File: config.mk
export PLATFORM = sky130hd
export DESIGN_NAME = bresenham_line_points_top
export DESIGN_NICKNAME = d
export VERILOG_FILES = /design/src/rtl/blp_pkg.sv /design/src/rtl/bresenham_line_points_top.sv
export SDC_FILE = /design/constraint.sdc
export NUM_CORES = 1
export LEC_CHECK = 0
export BUFFER_PORTS_ARGS = -buffer_cell sky130_fd_sc_hd__buf_2
export CAP_MARGIN = 20
export CORE_MARGIN = 10
export CORE_UTILIZATION = 57
export CTS_CLUSTER_DIAMETER = 150
export DETAILED_ROUTE_END_ITERATION = 6
export PLACE_DENSITY = 0.76
export SLEW_MARGIN = 40
export SYNTH_ARGS = -nofsm -noshare
export SYNTH_HDL_FRONTEND = slang
export SYNTH_SLANG_ARGS = --single-unit
File: constraint.sdc
create_clock -name clk -period 9 [get_ports clk]
set_input_delay 2.7 -clock clk [delete_from_list [all_inputs] [get_ports clk]]
set_output_delay 2.7 -clock clk [all_outputs]
set_load 0.1 [all_outputs]
File: src/rtl/blp_pkg.sv
package blp_pkg;

    // Walk sequencer state; doubles as the walk mode of the current line.
    typedef enum logic [1:0] {
        MODE_IDLE     = 2'd0,
        MODE_STRAIGHT = 2'd1,
        MODE_X_MAJOR  = 2'd2,
        MODE_Y_MAJOR  = 2'd3
    } walk_mode_t;

endpackage

File: src/rtl/bresenham_line_points_top.sv
// Latency: a line request taken on s_axis shows its first point on m_axis in the next cycle.
// Throughput: one point per cycle while m_axis_tready stays high; a new request is not
// taken until the last point of the current line has left on m_axis.
// The single step unit (error add and coordinate step) sets this figure.
// s_axis_tready is high only while no line is being walked.
// Reset (rst_n low, asynchronous): return to idle, drop any line in progress, no output beat.
module bresenham_line_points_top #(
    parameter int COORD_BITS = 6
) (
    input  logic clk,
    input  logic rst_n,

    input  logic s_axis_tvalid,
    output logic s_axis_tready,
    // start_x, start_y, end_x, end_y (COORD_BITS each), zero fill to whole bytes
    input  logic [((4*COORD_BITS+7)/8)*8-1:0] s_axis_tdata,

    output logic m_axis_tvalid,
    input  logic m_axis_tready,
    // point_x, point_y (COORD_BITS each), zero fill to whole bytes
    output logic [((2*COORD_BITS+7)/8)*8-1:0] m_axis_tdata,
    // last_point
    output logic m_axis_tlast
);
    import blp_pkg::*;

    localparam int CB          = COORD_BITS;
    localparam int OUT_TDATA_W = ((2*COORD_BITS+7)/8)*8;
    // Error term spans roughly -2*dmajor .. +2*dminor; two guard bits plus sign.
    localparam int ERR_W       = COORD_BITS + 3;
    localparam logic [CB-1:0] ONE = CB'(1);

    // Sequencer state and walk registers
    walk_mode_t              mode_reg, mode_next;
    logic [CB-1:0]           walk_x_reg, walk_x_next;
    logic [CB-1:0]           walk_y_reg, walk_y_next;
    logic [CB-1:0]           target_x_reg, target_x_next;
    logic [CB-1:0]           target_y_reg, target_y_next;
    logic signed [ERR_W-1:0] err_reg, err_next;
    logic [CB:0]             maj_twice_reg, maj_twice_next;
    logic [CB:0]             min_twice_reg, min_twice_next;
    logic                    neg_maj_reg, neg_maj_next;
    logic                    neg_min_reg, neg_min_next;

    // Request decode
    logic [CB-1:0] sx, sy, ex, ey;
    logic [CB-1:0] adx, ady;
    logic          negx, negy;
    logic          straight, x_major;

    // Handshakes
    logic in_beat, out_beat, last_pt;

    // Shared step unit
    logic [CB-1:0]           cur_maj, cur_min, nxt_maj, nxt_min;
    logic                    take_minor;
    logic signed [ERR_W-1:0] min_ext, maj_ext, err_step;

    assign sx = s_axis_tdata[CB-1:0];
    assign sy = s_axis_tdata[2*CB-1:CB];
    assign ex = s_axis_tdata[3*CB-1:2*CB];
    assign ey = s_axis_tdata[4*CB-1:3*CB];

    assign negx     = (ex < sx);
    assign negy     = (ey < sy);
    assign adx      = negx ? (sx - ex) : (ex - sx);
    assign ady      = negy ? (sy - ey) : (ey - sy);
    assign straight = (sx == ex) || (sy == ey);
    assign x_major  = (adx >= ady);    // diagonal walks as x-major

    // Final point: both coords for a straight run, the major coord otherwise
    always_comb
    begin
        case (mode_reg)
            MODE_STRAIGHT: last_pt = (walk_x_reg == target_x_reg) &&
                                     (walk_y_reg == target_y_reg);
            MODE_X_MAJOR:  last_pt = (walk_x_reg == target_x_reg);
            MODE_Y_MAJOR:  last_pt = (walk_y_reg == target_y_reg);
            default:       last_pt = 1'b0;
        endcase
    end

    assign in_beat  = s_axis_tvalid && s_axis_tready;
    assign out_beat = m_axis_tvalid && m_axis_tready;

    // Next state
    always_comb
    begin
        mode_next = mode_reg;
        case (mode_reg)
            MODE_IDLE:
            begin
                if (in_beat)
                begin
                    if (straight)
                        mode_next = MODE_STRAIGHT;
                    else if (x_major)
                        mode_next = MODE_X_MAJOR;
                    else
                        mode_next = MODE_Y_MAJOR;
                end
            end
            default:
            begin
                if (out_beat && last_pt)
                    mode_next = MODE_IDLE;
            end
        endcase
    end

    // Port outputs: the walk registers are the output register
    always_comb
    begin
        s_axis_tready = (mode_reg == MODE_IDLE);
        m_axis_tvalid = (mode_reg != MODE_IDLE);
        m_axis_tlast  = last_pt;
        m_axis_tdata  = OUT_TDATA_W'({walk_y_reg, walk_x_reg});
    end

    // Step unit: one error update, a major step and, when taken, a minor step per point
    assign cur_maj    = (mode_reg == MODE_Y_MAJOR) ? walk_y_reg : walk_x_reg;
    assign cur_min    = (mode_reg == MODE_Y_MAJOR) ? walk_x_reg : walk_y_reg;
    // Step the minor axis on a positive error, or on zero with a positive major step
    assign take_minor = (!err_reg[ERR_W-1] && (err_reg != '0)) ||
                        ((err_reg == '0) && !neg_maj_reg);
    assign min_ext    = $signed({2'b00, min_twice_reg});
    assign maj_ext    = take_minor ? $signed({2'b00, maj_twice_reg}) : '0;
    assign err_step   = err_reg + min_ext - maj_ext;
    assign nxt_maj    = neg_maj_reg ? (cur_maj - ONE) : (cur_maj + ONE);
    assign nxt_min    = !take_minor ? cur_min :
                        (neg_min_reg ? (cur_min - ONE) : (cur_min + ONE));

    // Datapath next values
    always_comb
    begin
        walk_x_next    = walk_x_reg;
        walk_y_next    = walk_y_reg;
        target_x_next  = target_x_reg;
        target_y_next  = target_y_reg;
        err_next       = err_reg;
        maj_twice_next = maj_twice_reg;
        min_twice_next = min_twice_reg;
        neg_maj_next   = neg_maj_reg;
        neg_min_next   = neg_min_reg;
        if (in_beat)
        begin
            if (straight)
            begin
                // ascending order whatever the endpoint order
                walk_x_next   = negx ? ex : sx;
                walk_y_next   = negy ? ey : sy;
                target_x_next = negx ? sx : ex;
                target_y_next = negy ? sy : ey;
                err_next      = '0;
            end
            else
            begin
                walk_x_next   = sx;
                walk_y_next   = sy;
                target_x_next = ex;
                target_y_next = ey;
                if (x_major)
                begin
                    maj_twice_next = {adx, 1'b0};
                    min_twice_next = {ady, 1'b0};
                    neg_maj_next   = negx;
                    neg_min_next   = negy;
                    err_next       = $signed({2'b00, ady, 1'b0}) - $signed({3'b000, adx});
                end
                else
                begin
                    maj_twice_next = {ady, 1'b0};
                    min_twice_next = {adx, 1'b0};
                    neg_maj_next   = negy;
                    neg_min_next   = negx;
                    err_next       = $signed({2'b00, adx, 1'b0}) - $signed({3'b000, ady});
                end
            end
        end
        else if (out_beat && !last_pt)
        begin
            case (mode_reg)
                MODE_STRAIGHT:
                begin
                    if (walk_x_reg != target_x_reg)
                        walk_x_next = walk_x_reg + ONE;
                    else
                        walk_y_next = walk_y_reg + ONE;
                end
                MODE_X_MAJOR:
                begin
                    walk_x_next = nxt_maj;
                    walk_y_next = nxt_min;
                    err_next    = err_step;
                end
                MODE_Y_MAJOR:
                begin
                    walk_y_next = nxt_maj;
                    walk_x_next = nxt_min;
                    err_next    = err_step;
                end
                default:
                begin
                    err_next = err_reg;
                end
            endcase
        end
    end

    always_ff @(posedge clk or negedge rst_n)
    begin
        if (!rst_n)
            mode_reg <= MODE_IDLE;
        else
            mode_reg <= mode_next;
    end

    // Payload registers: cleared on reset, loaded on the request beat, stepped on each non-final point beat
    always_ff @(posedge clk or negedge rst_n)
    begin
        if (!rst_n)
        begin
            walk_x_reg    <= '0;
            walk_y_reg    <= '0;
            target_x_reg  <= '0;
            target_y_reg  <= '0;
            err_reg       <= '0;
            maj_twice_reg <= '0;
            min_twice_reg <= '0;
            neg_maj_reg   <= 1'b0;
            neg_min_reg   <= 1'b0;
        end
        else
        begin
            walk_x_reg    <= walk_x_next;
            walk_y_reg    <= walk_y_next;
            target_x_reg  <= target_x_next;
            target_y_reg  <= target_y_next;
            err_reg       <= err_next;
            maj_twice_reg <= maj_twice_next;
            min_twice_reg <= min_twice_next;
            neg_maj_reg   <= neg_maj_next;
            neg_min_reg   <= neg_min_next;
        end
    end

    // A request beat always leaves a point on the output next cycle
    assert property (@(posedge clk) disable iff (!rst_n)
        in_beat |=> m_axis_tvalid)
        else $error("no point after request beat");

    // Taking the final point returns the sequencer to idle, which frees the input side
    assert property (@(posedge clk) disable iff (!rst_n)
        (out_beat && m_axis_tlast) |=> s_axis_tready)
        else $error("input not freed after final point");

    // Input and output sides are never both open
    assert property (@(posedge clk) disable iff (!rst_n)
        !(s_axis_tready && m_axis_tvalid))
        else $error("request taken while a line is being walked");

    // A straight run never passes its target
    assert property (@(posedge clk) disable iff (!rst_n)
        (mode_reg == MODE_STRAIGHT) |-> (walk_x_reg <= target_x_reg) &&
                                        (walk_y_reg <= target_y_reg))
        else $error("straight walk overran its target");

endmodule
== Word-level counts from Yosys, hierarchy flattened ==
Index checks and enable logic that the tools add are counted.
Storage, ports and cells
  word-level logic and storage cells: 104
  register bits after elaboration: 51
  ROM bits: 0
  RAM bits: 0
  bits in latches: 0
  output and inout bits: 19
  input port bits: 28
  memories: 0
Operators by class
  $lt $le $gt $ge: 3
  shifts and indexed selects: 0
  equal/unequal tests: 11
  divide/modulo/power cells: 0
  multipliers: 0
  bitwise operators: 1
  add/subtract/negate cells: 14
  multiplexer cells: 39
  reduce and logical (&&, ||, !) cells: 26
Operator list (count)
  6-bit two-way mux: 21
  9-bit two-way mux: 5
  6-bit one-hot mux with 3 select lines: 2
  6-bit by 1-bit adder with 6-bit output (second input constant): 4
  6-bit == test: 4
  6-bit subtractor: 4
  7-bit two-way mux: 3
  7-bit by 6-bit subtractor with 8-bit output: 2
  6-bit < comparator: 2
  6-bit by 1-bit subtractor with 6-bit output (second input constant): 2
  9-bit by 8-bit adder with 9-bit output: 1
  9-bit zero test: 1
  9-bit nonzero test: 1
  9-bit by 8-bit subtractor with 9-bit output: 1
  2-bit two-way mux: 4
  2-bit nonzero test: 4
  1-bit logical AND: 7
  6-bit greater-or-equal comparator: 1
  3-bit inequality test (second input constant): 2
  6-bit inequality test: 1
  2-bit AND reduction: 3
  3-bit AND reduction: 2
  2-bit == test (second input constant): 2
  4-bit nonzero test: 1
  other kinds (9): 14

== Depth between registers and ports, before layout ==
Gate-level depths: netlist of run 1.
  depth after elaboration: 8
  depth in mapped cells: 18
  depth with buffers taken out: 18

== Worst setup path after synthesis of run 1 ==
OpenSTA, ideal clock, no wires.
  path type: input port to flip-flop
  start: in s_axis_tdata[12]
  end: reg err_reg[5]
  setup slack: 2.608 ns
  data required time: 8.874 ns
  setup time: 0.126 ns
  cell stages on the path: 17
  arrival: 6.266 ns
  path through: inv_1 -> ha_1 -> inv_1 -> fa_1 -> a211o_1 -> a2111oi_0 -> a311oi_1 -> xnor2_2 -> inv_1 -> ha_1 -> or4_1 -> o311ai_0 -> o21ai_1 -> a31oi_2 -> xnor2_1 -> and3_1 -> o32a_1
On the way
  word-level cells in the longest chain between the ends: 6
  elaborated cells on any way between the ends: 12
  classes of those cells: add/sub: 4; order compare: 2; eq/ne: 1; mux: 4; reduce/logical: 1
Ends and longest elaborated chain
  start: declaration: line bresenham_line_points_top.sv:16  | input logic [((4*COORD_BITS+7)/8)*8-1:0] s_axis_tdata,
  6-bit subtractor / 6-bit < comparator (equally long branches): line bresenham_line_points_top.sv:66, bresenham_line_points_top.sv:64
  6-bit two-way mux: line bresenham_line_points_top.sv:66  | assign adx = negx ? (sx - ex) : (ex - sx);
  7-bit by 6-bit subtractor with 8-bit output (tied with other cells): line bresenham_line_points_top.sv:176  | err_next = $signed({2'b00, adx, 1'b0}) - $signed({3'b000, ady});
  9-bit two-way mux: line bresenham_line_points_top.sv:162  | if (x_major)
  9-bit two-way mux (*): line bresenham_line_points_top.sv:147  | if (straight)
  9-bit two-way mux (*): line bresenham_line_points_top.sv:145  | if (in_beat)
  end signal: assignment: line bresenham_line_points_top.sv:239  | err_reg <= err_next;
  end: declaration: line bresenham_line_points_top.sv:39  | logic signed [ERR_W-1:0] err_reg, err_next;
Mark *: on every way between the ends. The rest lies on a longest branch, timed or not.
A chain may end at the register's enable or synchronous reset.

== Worst setup path in the final report of run 1 ==
Same ends and word-level chain as after synthesis.

==> results of run 1 <==
[area by class of cell]
class	instances	area (um2)	share of cell area [%]
clock inverters	1	5.00	0.0821
well taps	133	166	2.73
repair buffers	48	258	4.23
clock buffers	7	96.3	1.58
flip-flops and latches	49	1230	20.1
multi-input cells	548	4050	66.4
inverters	80	300	4.92
[metrics by stage]
stage               cells  area [um2]  setup WS [ps]  utilization, %  hold slack, ps
floorplan             718        5760           2610               -             438
global placement      858        5990           2200            61.0             453
detailed placement    858        6000           2040            61.1             467
CTS                   866        6100           2360            62.1             489
global route          866        6100           1970            62.1             524
finish                866        6100           2240            62.1             483
[cells in the mapped netlist (all sizes together) (4+ instances only)]
library cell	n
fa	13
nand3	17
a21oi	51
o21bai	4
nand2b	4
o21ai	48
mux2i	29
nand4	6
a21o	15
nand2	75
inv	79
a31oi	6
nor3	8
dfrtp	49
buf	18
xor2	21
xnor2	32
and2	12
o31ai	6
a22oi	6
clkbuf	23
a22o	4
a211oi	9
o211ai	4
nor2	40
nor2b	5
and3	7
ha	55
mux2	17
a221oi	4
[path summary, 6_finish.rpt]
kind                                                endpoint  slack, ps  depth (start not counted)
worst max-delay path                  err_reg[5]$_DFFE_PN0P_       2240                         18
worst min-delay path            maj_twice_reg[5]$_DFFE_PN0P_        480                          2
worst max register to register        err_reg[8]$_DFFE_PN0P_       4830                         17
worst min register to register  maj_twice_reg[5]$_DFFE_PN0P_        480                          2
max in group asynchronous          walk_y_reg[1]$_DFFE_PN0P_       6190                          1
min in group asynchronous        target_x_reg[3]$_DFFE_PN0P_       2380                          1
[per-layer routing]
metal	vias up	part of all wire (%)
met5	-	0
met4	0	2.2
met3	24	5.9
met2	161	45
met1	2481	46
li1	2512	-
[logic make-up (layout without fill, tap and decap cells)]
logic type | Yosys count | count (layout) | share of synthesized area [%]
buffers and inverters | 121 | 136 | 8.72
adder cells (fa/ha/maj) | 70 | 70 | 16.9
AND/OR/NAND/NOR | 190 | 190 | 15.6
flip-flops | 49 | 49 | 21.3
other | 1 | 4 | 0.0652
AO/OA/AOI/OAI | 185 | 185 | 20.8
multiplexers | 46 | 46 | 8.37
XOR/XNOR | 53 | 53 | 8.20
[worst max-delay path, delay by kind of cell]
| family | cells | cell delay (ps) |
|---|---|---|
| buf+inv | 4 | 360 |
| simple gates | 2 | 670 |
| fa+ha+maj | 3 | 990 |
| xor+xnor | 2 | 440 |
| compound gates | 7 | 1800 |
==> qor.yml, run 1 <==
setup_path:
  crit_start: "s_axis_tdata[12]"
  cpMaxStageDelayCell: "fa_1"
  worstPathCellList: "buf_2, inv_1, ha_1, inv_1, fa_1, a211o_1, a2111oi_0, a311oi_1, xnor2_2, inv_1, ha_1, or4_1, o311ai_0, o21ai_1, a31oi_2, xnor2_1, and3_1, o32a_1"
  critPathArrivalTime_ps: 6970
  critPathKind: "primary input to flop"
  critPathMaxFanout: 6
  r2r-start: "neg_maj_reg$_DFFE_PN0P_"
  worstSetupEndpointType: "flop"
  cp-start-kind: "primary input"
  cp.required_ps: 9210
  max_stage_delay_ps: 490
  critPathMostFrequentCell: "inv_1"
yosys:
  ys_async_sr_fraction_pct: 100
  yosys.cell_types.count: 69
  synth_edf_count: 0
  synth_warnings: 0
  yosysTopAreaCellShare_pct: 21.3
  synth_area_leader_cell: "dfrtp_1"
  syn_area_um2: 5750
  syn-instance-count: 715
  avgSynthCellArea_um2: 8.05
  synthFlopType: "dfrtp_1"
  synth_seq_cells: 49
  synth.yosys.seq_area_share_pct: 21.3
  yosys-top-cells-area: "dfrtp_1, ha_1, inv_1"
die:
  io_pins: 47
  core_um2: 9820
  dieArea_um2: 14500
  die_h_um: 120
  die_w_um: 120
  rows: 36
  start_util_pct: 58.6
timing:
  final.setup.tns_ps: 0
  finalSetupViolCount: 0
  post-route-period-util_pct: 75.1
  finalClockSkew_ps: 13.7
  min_period_ps: 6760
  drv_slew: 0
  rsz0062_at_grt: "no"
  worst_pin_slew_ps: 766
  fmaxAchievable_ghz: 0.148
  slew_headroom_pct: 48.8
  hold_viol: 0
clocking:
  clock_latency_ps: 320
  cts-buffers-inserted: 5
  htree_levels: 2
  clockRootBuffer: "clkbuf_8"
  holdBufCountCts: 0
  cts_setup_buffers: 0
  cts_max_path_buffers: 2
  cts_tree: "yes"
  cts_resized: 0
  path_clk_slew_ps: 100
  cts_sinks: 49
finish:
  area_delta_synth_final_pct: 6.02
  fillers: 893
  largest_reg_flops: 9
  diodes: 0
  drive_gt1_share_pct: 12.1
  final_cell_mix: "inv_1, nand2_1, ha_1, a21oi_1, dfrtp_1"
  nets: 828
  layout_commonest_cell: "inv_1"
place:
  post-dp-hpwl_um: 11700
  portBuffers: 42
  gp_congestion: 0.900
status:
  status: "completed"
hold_path:
  hold_path.class: "flop to flop"
  min_from: "maj_twice_reg[5]$_DFFE_PN0P_"
global_route:
  use_met2_pct: 32.6
  top_usage_layer: "met2"
  grt_pass1_wl_um: 24800
  track_usage_pct: 20.6
  gr-total-overflow: 0
  grt_max_degree: 50
  grt_pass1_vias: 5028
  antenna_found_initial: 0
  grt_util_met3_pct: 2.51
  grt_util_met1_pct: 28.3
detailed_routing:
  detail_route.first_pass.iterations: 5
  via_count: 5178
  routed_wl_um: 15200
  drc: 0
  initialDrtViolationCount: 492
  vias_per_cell: 5.98
  wl_per_cell_um: 17.5
  ant_nets: 0
run:
  drv_cap: 0
Power of run 1 is not shown: default switching activity piles up to over one toggle a cycle in this logic, so the estimate is an artifact.
==> run 2: changes to the inputs <==
- clock period: 9 -> 7 ns (I/O delays scaled with it)
==> run 2 against run 1 <==
  * Sequential cell count unchanged
  * Setup slack got worse by 1300 ps
  * Clock-buffer cell count decreased by 1
  * Final area decreased by 0.23%
  * Critical path depth unchanged
  * Global-route usage increased by 0.13 points
  * First-iteration DRC count decreased by 26%
  * Final cell count decreased by 0.12%
  * Largest cell class unchanged
==> qor.yml, run 2 (synthesis gave the netlist of run 1 again) <==
die:
  start_util_pct: 58.6
  io_pins: 47
  dieArea_um2: 14500
  core_um2: 9820
  die_w_um: 120
  rows: 36
  die_h_um: 120
setup_path:
  critPathBufInv: 4
  worstSetupEndpointType: "flop"
  cp-start-kind: "primary input"
  cp.required_ps: 7190
  worstPathCellList: "buf_2, inv_1, ha_1, inv_1, fa_1, a211o_1, a2111oi_0, a311oi_1, xnor2_2, inv_1, ha_1, or4_1, o311ai_0, o21ai_1, a31oi_2, xnor2_1, and3_1, o32a_1"
  critPathMaxFanout: 6
  critPathKind: "primary input to flop"
  cpMaxStageDelayCell: "fa_1"
  max_stage_delay_ps: 490
  critPathMostFrequentCell: "inv_1"
  critical_path.top_delay_family: "compound AO/OA/AOI/OAI gates"
  critPathArrivalTime_ps: 6270
detailed_routing:
  vias_per_cell: 6.03
  initialDrtViolationCount: 364
  wl_per_cell_um: 17.4
  ant_nets: 0
  detail_route.first_pass.iterations: 5
  via_count: 5214
  routed_wl_um: 15000
  drc: 0
global_route:
  track_usage_pct: 20.7
  grt_pass1_vias: 4954
  gr-total-overflow: 0
  grt_max_degree: 50
  grt_pass1_wl_um: 25200
  antenna_found_initial: 0
finish:
  nets: 827
  final_cell_mix: "inv_1, nand2_1, ha_1, a21oi_1, dfrtp_1"
  drive_gt1_share_pct: 11.9
  layout_commonest_cell: "inv_1"
  diodes: 0
  largest_reg_flops: 9
  area_delta_synth_final_pct: 5.79
clocking:
  cts_setup_buffers: 0
  cts_max_path_buffers: 2
  cts-buffers-inserted: 5
  htree_levels: 2
  holdBufCountCts: 0
  clock_latency_ps: 310
  path_clk_slew_ps: 90
  cts_resized: 0
  cts_tree: "yes"
  clockRootBuffer: "clkbuf_8"
  cts_sinks: 49
status:
  status: "completed"
timing:
  min_period_ps: 6070
  final.setup.tns_ps: 0
  finalSetupViolCount: 0
  hold_viol: 0
  slew_headroom_pct: 45.7
  rsz0062_at_grt: "no"
  fmaxAchievable_ghz: 0.165
  worst_pin_slew_ps: 814
  post-route-period-util_pct: 86.8
  drv_slew: 0
  finalClockSkew_ps: 7.05
place:
  portBuffers: 42
  post-dp-hpwl_um: 11800
  gp_congestion: 0.911
hold_path:
  hold_path.class: "flop to flop"
run:
  drv_cap: 0
## run 2: area by class of cell
cell class                      instances  area (um2)
Clock buffer                            6        72.6
Clock inverter                          2        10.0
Fill cell                             894        3730
Inverter                               80         300
Multi-Input combinational cell        548        4060
Sequential cell                        49        1230
Tap cell                              133         166
Timing Repair Buffer                   47         250
## run 2: per-layer routing
metal	vias to the layer above	track usage (%)	share of wire (%)
met4	0	6.03	1.9
met1	2507	29.5	47
met2	176	32.5	45
met5	-	0	0
li1	2508	-	-
met3	23	2.14	6.2
## run 2: worst paths after layout
| path | from | to | slack [ps] | cells past startpoint |
|---|---|---|---|---|
| max | s_axis_tdata[12] | err_reg[5]$_DFFE_PN0P_ | 930 | 18 |
| min | maj_twice_reg[5]$_DFFE_PN0P_ | maj_twice_reg[5]$_DFFE_PN0P_ | 490 | 2 |
| max reg2reg | neg_maj_reg$_DFFE_PN0P_ | err_reg[8]$_DFFE_PN0P_ | 2670 | 17 |
| min reg2reg | maj_twice_reg[5]$_DFFE_PN0P_ | maj_twice_reg[5]$_DFFE_PN0P_ | 490 | 2 |
| max in group asynchronous | rst_n | err_reg[5]$_DFFE_PN0P_ | 4760 | 1 |
| min in group asynchronous | rst_n | target_x_reg[2]$_DFFE_PN0P_ | 1800 | 1 |
## run 2: tightest hold or removal path, stage by stage, from the launching register on
cell     delay (ps)
dfrtp_1         350
nand2_1          50
o21ai_0          60
## run 2: per-stage QoR
| stage | setup slack [ps] | instance area (um2) | hold WS [ps] | utilization (%) | cells |
|---|---|---|---|---|---|
| floorplan | 1210 | 5760 | 438 | - | 718 |
| global placement | 809 | 5980 | 455 | 60.9 | 857 |
| detailed placement | 631 | 6000 | 462 | 61.1 | 857 |
| CTS | 944 | 6090 | 483 | 62.0 | 865 |
| global route | 575 | 6090 | 516 | 62.0 | 865 |
| finish | 926 | 6090 | 485 | 62.0 | 865 |
Power of run 2 is left out for the same reason.
